[src/hdl/rcdram_pkg.sv]
// Shared types and constants for the RAS/CAS DRAM array model.
`timescale 1ns / 1ps
`default_nettype none
package rcdram_pkg;

	localparam int DELAY_W = 8;
	localparam logic [DELAY_W-1:0] DELAY_RESET = 8'd10;

	// output phase of the read path
	typedef enum logic [1:0] {
		PH_IDLE    = 2'd0,
		PH_PENDING = 2'd1,
		PH_DRIVE   = 2'd2
	} phase_t;

	// per-transaction flags handed from the control stage to the output stage
	typedef struct packed {
		logic load;   // take the array read data into the read latch
		logic drive;  // outputs driven after this tick
	} s1_flags_t;

endpackage
`default_nettype wire

[src/hdl/rcdram_ctrl.sv]
// Strobe edge detection, address latches, read countdown and array access control.
`timescale 1ns / 1ps
`default_nettype none
module rcdram_ctrl #(
	parameter int ADDR_BITS = 7,
	parameter int DATA_BITS = 8
) (
	input  wire logic                              clk,
	input  wire logic                              arst_n,
	input  wire logic                              cfg_we,
	input  wire logic [rcdram_pkg::DELAY_W-1:0]    cfg_wdata,
	input  wire logic                              accept,
	input  wire logic                              ras_n,
	input  wire logic                              cas_n,
	input  wire logic                              we_n,
	input  wire logic [ADDR_BITS-1:0]              addr,
	input  wire logic [DATA_BITS-1:0]              data_in,
	output logic                                   mem_we,
	output logic      [2*ADDR_BITS-1:0]            mem_waddr,
	output logic      [DATA_BITS-1:0]              mem_wdata,
	output logic                                   mem_re,
	output logic      [2*ADDR_BITS-1:0]            mem_raddr,
	output rcdram_pkg::s1_flags_t                  flags
);

	import rcdram_pkg::*;

	logic [DELAY_W-1:0]   access_delay_q;
	logic                 prev_ras_q, prev_cas_q, prev_we_q;
	logic [ADDR_BITS-1:0] row_q, col_q;
	phase_t               phase_q, phase_d;
	logic [DELAY_W-1:0]   wait_q, wait_d, wait_dec;
	logic [ADDR_BITS-1:0] row_d, col_d;
	logic                 ras_fall, col_strobe, late_wr, load;

	always_ff @(posedge clk or negedge arst_n) begin
		if (!arst_n) begin
			access_delay_q <= DELAY_RESET;
		end else if (cfg_we) begin
			access_delay_q <= cfg_wdata;
		end
	end

	always_comb begin
		ras_fall   = !ras_n && prev_ras_q;
		col_strobe = !ras_n && !cas_n && prev_cas_q;
		late_wr    = !ras_n && !cas_n && !we_n && prev_we_q;
		// countdown runs every accepted tick while pending; only a read column strobe reloads it
		wait_dec   = (phase_q == PH_PENDING && wait_q != '0) ? wait_q - 1'b1 : wait_q;
		row_d      = row_q;
		col_d      = col_q;
		phase_d    = phase_q;
		wait_d     = wait_dec;
		load       = 1'b0;
		mem_we     = 1'b0;
		mem_waddr  = {row_q, col_q};
		if (ras_fall) begin
			row_d = addr;
		end else if (col_strobe) begin
			col_d     = addr;
			mem_waddr = {row_q, addr};
			if (!we_n) begin
				mem_we = 1'b1;   // early write
			end else begin
				wait_d  = access_delay_q;
				phase_d = PH_PENDING;
			end
		end else if (late_wr) begin
			mem_we = 1'b1;
		end else begin
			if (phase_q == PH_PENDING && wait_dec == '0) begin
				load    = 1'b1;
				phase_d = PH_DRIVE;
			end
			if (phase_d == PH_DRIVE && cas_n) begin
				phase_d = PH_IDLE;
			end
		end
		mem_we      = mem_we && accept;
		mem_wdata   = data_in;
		mem_re      = load && accept;
		mem_raddr   = {row_q, col_q};
		flags.load  = load;
		flags.drive = (phase_d == PH_DRIVE);
	end

	always_ff @(posedge clk or negedge arst_n) begin
		if (!arst_n) begin
			prev_ras_q <= 1'b1;
			prev_cas_q <= 1'b1;
			prev_we_q  <= 1'b1;
			row_q      <= '0;
			col_q      <= '0;
			phase_q    <= PH_IDLE;
			wait_q     <= '0;
		end else if (accept) begin
			prev_ras_q <= ras_n;
			prev_cas_q <= cas_n;
			prev_we_q  <= we_n;
			row_q      <= row_d;
			col_q      <= col_d;
			phase_q    <= phase_d;
			wait_q     <= wait_d;
		end
	end

endmodule
`default_nettype wire
[config.mk]
export PLATFORM = sky130hd
export DESIGN_NAME = rcdram_ctrl
export DESIGN_NICKNAME = d
export VERILOG_FILES = /design/src/hdl/rcdram_pkg.sv /design/src/hdl/rcdram_ctrl.sv
export SDC_FILE = /design/constraint.sdc
export NUM_CORES = 1
export LEC_CHECK = 0
export BUFFER_PORTS_ARGS = -buffer_cell sky130_fd_sc_hd__buf_2
export CORE_MARGIN = 4
export CORE_UTILIZATION = 25
export CTS_BUF_LIST = sky130_fd_sc_hd__clkbuf_8 sky130_fd_sc_hd__clkbuf_16
export DETAILED_ROUTE_END_ITERATION = 10
export PLACE_DENSITY = 0.49
export RECOVER_POWER = 100
export SLEW_MARGIN = 30
export SYNTH_ARGS = -nofsm -noshare
export SYNTH_HDL_FRONTEND = slang
export SYNTH_SLANG_ARGS = --single-unit
[constraint.sdc]
create_clock -name clk -period 4.7 [get_ports clk]
set_clock_uncertainty 0.05 [all_clocks]
set_input_delay 0.235 -clock clk [delete_from_list [all_inputs] [get_ports clk]]
set_output_delay 0.235 -clock clk [all_outputs]
set_load 0.02 [all_outputs]
## After elaboration in Yosys (flattened, before gate mapping)

Cells that the tools add are included.

- Word-level logic and storage cells: 53
- Bits of input ports: 30
- Register bits: 35

- Add/subtract/negate cells: 1
- Bitwise gates (word level): 1
- Reduce and logical (&&, ||, !) cells: 17
- Equal/unequal tests: 3
- Mux-type cells: 23

Operators by type and width:

| kind | count |
|---|---|
| 8-bit 2-to-1 mux | 4 |
| 2-bit 2-to-1 mux | 9 |
| 7-bit 2-to-1 mux | 2 |
| 1-bit logical AND | 10 |
| 8-bit zero test | 1 |
| 1-bit 2-to-1 mux | 8 |
| 8-bit nonzero test | 1 |
| 8-bit by 1-bit subtractor with 8-bit output, second input constant | 1 |
| 2-bit == test, second input constant | 2 |
| 1-bit zero test | 3 |
| 3-bit AND reduction | 1 |
| 2-bit by 1-bit == test with 1-bit output, second input constant | 1 |
| 2-bit AND reduction | 1 |
| 1-bit inverter | 1 |

## Logic depth before layout (Yosys ltp)

Gate-level depths: netlist of run 1.

- Depth in word-level cells: 16
- Gate-level depth with buffers: 8
- Gate-level depth less buffers: 8

## Worst setup path after synthesis of run 1

Ideal clock, no wire load.

- Kind: register -> output
- Start point: reg wait_q[3]
- End point: out flags[0] (netlist name)
- Cell stages (with the launch flop): 7
- Setup slack: 2.082 ns
- Path buffers: 0
- Arrival time: 2.333 ns
- Cell sequence: dfrtp_1 or4b_4 a2111oi_0 xnor2_1 nand3b_1 o31a_1 o31ai_2

RTL lines:

| element | RTL line | text |
|---|---|---|
| start, declared | rcdram_ctrl.sv:32 | `logic [DELAY_W-1:0] wait_q, wait_d, wait_dec;` |
| start signal, assigned | rcdram_ctrl.sv:103 | `wait_q <= wait_d;` |
| end, declared | rcdram_ctrl.sv:23 | `output rcdram_pkg::s1_flags_t flags` |

## Final worst setup path of run 1

- Start point: reg wait_q[0]
- End point: out mem_re

- Longest elaborated chain between the ends: 10

RTL lines:

| element | RTL line | text |
|---|---|---|
| branches (longest 2 deep; another with 8-bit by 1-bit subtractor with 8-bit output) | -- |  |
| 8-bit 2-to-1 mux * | rcdram_ctrl.sv:49 | `wait_dec = (phase_q == PH_PENDING && wait_q != '0) ? wait_q - 1'b1 : wait_q;` |
| 8-bit zero test * | rcdram_ctrl.sv:71 | `if (phase_q == PH_PENDING && wait_dec == '0) begin` |
| 1-bit logical AND * | rcdram_ctrl.sv:71 |  |
| 1-bit 2-to-1 mux * | rcdram_ctrl.sv:71 |  |
| 1-bit 2-to-1 mux * | rcdram_ctrl.sv:68 | `end else if (late_wr) begin` |
| 1-bit 2-to-1 mux * | rcdram_ctrl.sv:59 | `end else if (col_strobe) begin` |
| 1-bit 2-to-1 mux * | rcdram_ctrl.sv:57 | `if (ras_fall) begin` |
| 1-bit logical AND * | rcdram_ctrl.sv:81 | `mem_re = load && accept;` |
| end, declared | rcdram_ctrl.sv:21 | `output logic mem_re,` |

Every way passes the cells marked *.

==> impl_metrics.ini, run 1 <==
[status]
outcome = complete, but fails checks
violations = capacitance limit, slew limit

[grt]
grt_pass1_wl_mm = 7.548
grt_pass1_vias = 1535
grtUsageTotal_pct = 9.779
overflow = 0
grt_max_degree = 36
antenna_found_initial = 0

[yosys]
syn_area_per_cell_um2 = 10.85
synthMuxAreaShare_pct = 20.52
synth_flop_cell = dfrtp_1
synth_seq_cells = 35
synth_compound_area_share_pct = 11.60
syn_area_um2 = 1963
netlist_instances = 181
synth-simple-area-share_pct = 12.81
yosys.area_share.adder_pct = 1.275
synthArstFlopShare_pct = 100.0
synth_xor_area_share_pct = 0.4461
yosys_warnings = 0
ys_types = 37
synth_top_family_by_area = multiplexers
syn_nets = 213
synth_seq_area_share_pct = 44.93
synth_edf_count = 0

[power_and_ir_drop]
power.density_nw_per_um2 = 496.7
leakage_nw = 0.9326
ir_worst_vdd_mv = 0.2009

[route]
firstDrtPassIters = 4
vias_per_cell = 4.538
wl_mm = 4.347
drc_errors = 0
antenna_left = 0
wl_per_cell_um = 13.38
drtIter0Drc = 82
vias = 1475

[worst_setup_path]
timing.rr.end = phase_q[0]
crit_path_start_kind = flip-flop
critical_path_arrival_ns = 2.94
crit_path_end_kind = primary output
reg2reg_depth = 8
reg2reg_from = wait_q[0]
crit_type = flip-flop to primary output
crit_required_ns = 4.41
rrSetupSlack_ns = 2.05
path_max_fanout = 6

[floorplan]
die_w_um = 96.62
die_y_um = 96.62
io_pins = 70
die-area_um2 = 9334
core_area_um2 = 7687
initial_core_util_pct = 25.54
rows = 32

[finish]
final_nets = 254
drive_gt1_share_pct = 31.84
syn2layout_area_growth_pct = 16.06
antenna_cells = 0
finish.instance_area_um2 = 2278

[clocking]
numCtsBuffers = 5
tritoncts = yes
clkLatencyLatePin_ns = 0.29
postCtsSetupRepairBufs = 0
cts_max_path_buffers = 2
root_buffer = clkbuf_8
h-tree-depth = 2
cts_sinks = 35
clk_pin_slew_ns = 0.07

[min_path]
hold_depth = 2
hold_path.class = input port to flip-flop
min_to = access_delay_q[0]
hp-start = cfg_wdata[0]

[timing]
fin_ws_ns = 1.470
slew_violations = 36
final_hold_viol_count = 0
min_period_ns = 3.230
min_period_over_period_pct = 68.72
max_freq_mhz = 309.6
setup-violations-final = 0
fin_tns_setup_ns = 0
tightest_slew_ns = 1.913
grt_setup_unrepaired = no
slew_headroom_pct = -27.53

[placed_design]
io_buffers = 53
place_area_um2 = 2225
gp_congestion = 0.8465
post-dp-hpwl_mm = 3.266
post-place-ws_ns = 1.928

[run]
maxCapViolCount = 1
## sequential cells by signal, indices dropped and copies added, names as in the netlist
register / count
wait_q: 8
phase_q: 2
prev_we_q: 1
prev_ras_q: 1
access_delay_q: 8
col_q: 7
row_q: 7
prev_cas_q: 1
## through the flow
| stage | total power, mW | util (%) | hold slack [ns] | cells |
|---|---|---|---|---|
| global route | 1.219 | 29.64 | 0.1306 | 325 |
| global placement | 0.9246 | 28.94 | 0.3281 | 316 |
| CTS | 1.175 | 30.42 | 0.1164 | 325 |
| detailed placement | 0.9206 | 28.94 | 0.3156 | 316 |
| floorplan | 0.8073 | - | -0.1106 | 181 |
| finish | 1.132 | 29.64 | 0.1226 | 325 |
## synthesized netlist by cell type (3+ instances only)
cell type  number  area [um2]
mux2_2         34       382.9
dfrtp_1        30       750.7
nand2_1        17       63.81
buf_4          16       120.1
o21ai_0        12       60.06
a21oi_1         8       40.04
inv_1           7       26.28
clkbuf_1        5       18.77
dfstp_2         5       131.4
nor2_1          5       18.77
o22ai_1         4       25.02
nand3b_1        3       22.52
nor2b_1         3       18.77
## layout make-up
type                    instances  area [um2]
clock buffers                   7       96.34
clock inverters                 1       7.507
fillers                       845        5409
inverters                       7       26.28
multi-input cells             118       900.9
flip-flops and latches         35       882.1
well taps                     102       127.6
repair buffers                 55       237.7
## worst max path at each step
stage	from	end	cells past startpoint
after detailed placement	wait_q[3]	flags[0]	7
final	wait_q[0]	mem_re	9
after global routing	wait_q[0]	mem_re	9
after floorplan	wait_q[3]	flags[0]	6
after CTS	wait_q[3]	flags[0]	7
after global placement	wait_q[3]	flags[0]	7
## repair_timing
| item | CTS | global route |
|---|---|---|
| hold buffers | 1 | 0 |
| endpoints found under the hold margin | 16 | 0 |
| gates resized for setup | 0 | 0 |
## cell families (layout without fill, tap and decap cells)
logic type                 after synthesis  in the layout
AOI/OAI and AO/OA                       36             36
xor gates and xnor gates                 1              1
adders and majority gates                2              2
buffers and inverters                   28             70
DFF                                     35             35
muxes                                   36             36
and+or+nand+nor                         43             43
## worst max-delay path, cell delays in order (launching register included)
cell and delay [ns]:
dfrtp_1 0.42, inv_1 0.13, ha_1 0.19, nor3b_1 0.37, a21boi_0 0.30, o21ai_0 0.17, a22oi_1 0.11, nor4_1 0.59
and2_0 0.20, buf_2 0.17
## per-layer routing
layer	global-route usage, %	vias to the layer above	routed length, um
met2	14.65	43	1879
met4	3.564	0	70
met5	0	-	0
met1	13.40	702	2132
li1	-	722	-
met3	2.812	8	264
## placed cells by master (no fill, tap or decap), drive strengths merged, types with 2 or more instances in the layout
master / n
inv: 7
o21ai: 12
and2: 2
dfrtp: 30
mux2: 34
or2: 2
buf: 20
dfstp: 5
nand3b: 3
clkbuf: 41
nor4: 3
a2111oi: 2
mux2i: 2
nand3: 2
o211ai: 2
a21oi: 8
a22oi: 2
nor2b: 3
nand2: 17
ha: 2
o22ai: 4
nor2: 5
## report_power, final
part           internal [mW]  total, mW  switching [mW]
Combinational          0.175      0.428           0.254
Sequential             0.381      0.459          0.0772
Clock                  0.133      0.245           0.111
Total                  0.689       1.13           0.442
Note: power is estimated with default switching activity, not from simulation.
==> run 2: changes to the inputs <==
--- a/config.mk
+++ b/config.mk
@@ -10,7 +10,7 @@
 export CORE_UTILIZATION = 25
 export CTS_BUF_LIST = sky130_fd_sc_hd__clkbuf_8 sky130_fd_sc_hd__clkbuf_16
 export DETAILED_ROUTE_END_ITERATION = 10
-export PLACE_DENSITY = 0.49
+export PLACE_DENSITY = 0.5
 export RECOVER_POWER = 100
 export SLEW_MARGIN = 30
 export SYNTH_ARGS = -nofsm -noshare
==> constraint.sdc (replaced) <==
create_clock -name clk -period 2.9 [get_ports clk]
set_clock_uncertainty 0.05 [all_clocks]
set_input_delay 0.145 -clock clk [delete_from_list [all_inputs] [get_ports clk]]
set_output_delay 0.145 -clock clk [all_outputs]
set_load 0.02 [all_outputs]
==> run 2 against run 1 <==
Compared with the run above: the flow still finishes with violations (capacitance limit, slew limit); highest routed layer unchanged; critical path depth decreased by 2; design area up 5.2%; largest cell class unchanged; flip-flop and latch count stayed put; first-iteration DRC count increased by 33%; register-to-register slack worse by 1.7 ns.
==> impl_metrics.ini, run 2 (synthesis gave the netlist of run 1 again) <==
[status]
outcome = complete, but fails checks
violations = capacitance limit, slew limit

[grt]
overflow = 0
grt_max_degree = 36
grt_pass1_vias = 1538
antenna_found_initial = 0
grtUsageTotal_pct = 9.832
grt_pass1_wl_mm = 7.507

[clocking]
clkLatencyLatePin_ns = 0.28
cts_sinks = 35
root_buffer = clkbuf_8
cts_max_path_buffers = 2
h-tree-depth = 2
clk_pin_slew_ns = 0.07
tritoncts = yes
numCtsBuffers = 5

[floorplan]
core_area_um2 = 7687
io_pins = 70
rows = 32
initial_core_util_pct = 25.54
die_w_um = 96.62
die-area_um2 = 9334
die_y_um = 96.62

[route]
antenna_left = 0
vias = 1528
firstDrtPassIters = 4
drtIter0Drc = 109
drc_errors = 0
wl_per_cell_um = 13.47
wl_mm = 4.525
vias_per_cell = 4.548

[finish]
top_regs = access_delay_q: 8 flops, wait_q: 8 flops
final_nets = 265
antenna_cells = 0
drive_gt1_share_pct = 38.89
syn2layout_area_growth_pct = 22.12
layout_commonest_cell = mux2_2
nFillCells = 823
mostFrequentLayoutCells = mux2_2 (34), dfrtp_1 (30), clkbuf_1 (27)

[worst_setup_path]
crit_path_end_kind = primary output
path_max_fanout = 3
crit_path_start_kind = flip-flop
crit_required_ns = 2.71
crit_type = flip-flop to primary output
critical_path_arrival_ns = 2.66

[timing]
tightest_slew_ns = 1.941
min_period_over_period_pct = 98.30
fin_tns_setup_ns = 0
grt_setup_unrepaired = yes
slew_violations = 36
min_period_ns = 2.851
slew_headroom_pct = -29.41
final_hold_viol_count = 0
setup-violations-final = 0
fin_ws_ns = 0.04935
max_freq_mhz = 350.8

[placed_design]
post-dp-hpwl_mm = 3.363
post-place-ws_ns = 0.2403
gp_congestion = 0.8564
io_buffers = 53

[run]
maxCapViolCount = 1

[power_and_ir_drop]
finalPower_mw = 1.927
ir_worst_vdd_mv = 0.3758
power.density_nw_per_um2 = 803.7
leakage_nw = 1.011

[min_path]
hold_path.class = input port to flip-flop
## run 2: worst paths after layout
check / from / to / slack [ns] / cells past startpoint
max: phase_q[1] / flags[0] / 0.05 / 7
min: cfg_wdata[7] / access_delay_q[7] / 0.05 / 2
max reg2reg: phase_q[1] / phase_q[1] / 0.34 / 9
min reg2reg: access_delay_q[4] / access_delay_q[4] / 0.46 / 1
max in group asynchronous: arst_n / access_delay_q[6] / 0.78 / 2
min in group asynchronous: arst_n / row_q[2] / 0.89 / 2
## run 2: metal layers
metal  wire length [um]  vias up  global-route usage [%]
met4                 53        0                   3.672
li1                   -      731                       -
met1               2143      747                   12.96
met5                  0        -                       0
met3                247        6                   2.596
met2               2080       44                   15.45
## run 2: repair_timing
item                                   4_1_cts  5_1_grt
gates resized for setup                      5        4
hold buffers                                 1        0
buffers inserted                             3        5
endpoints found under the hold margin       30        0
setup endpoints to repair                    2        3
pin swaps                                    1        1
## run 2: layout make-up
cell class,instances,area (um2),area share [%]
multi-input combinational,118,935.9,39.04
inverter,7,26.28,1.096
sequential,35,882.1,36.80
timing repair buffer,66,334.1,13.94
clock inverter,2,8.758,0.3653
tap,102,127.6,5.324
clock buffer,6,82.58,3.445
## run 2: stage by stage
step | cell area [um2] | utilization (%) | instances | hold WS (ns)
after floorplan | 1963 | - | 181 | -0.2006
after global placement | 2247 | 29.23 | 319 | 0.2330
after detailed placement | 2247 | 29.23 | 319 | 0.2322
after CTS | 2386 | 31.04 | 331 | 0.03838
after global routing | 2397 | 31.18 | 336 | 0.04300
final | 2397 | 31.18 | 336 | 0.04593
## run 2: power breakdown
group          switching [mW]  leakage (nW)  total, mW  internal (mW)
clock                   0.171        0.0524      0.359          0.188
sequential              0.116         0.410      0.733          0.617
combinational           0.477         0.548      0.835          0.358
## run 2: worst max-delay path, cell delays in order, from the launching register on
cell      delay [ns]
dfrtp_1         0.38
or4b_4          0.55
or4_4           0.45
mux2i_4         0.19
nand3b_1        0.15
o31a_1          0.27
o31ai_2         0.19
buf_4           0.18
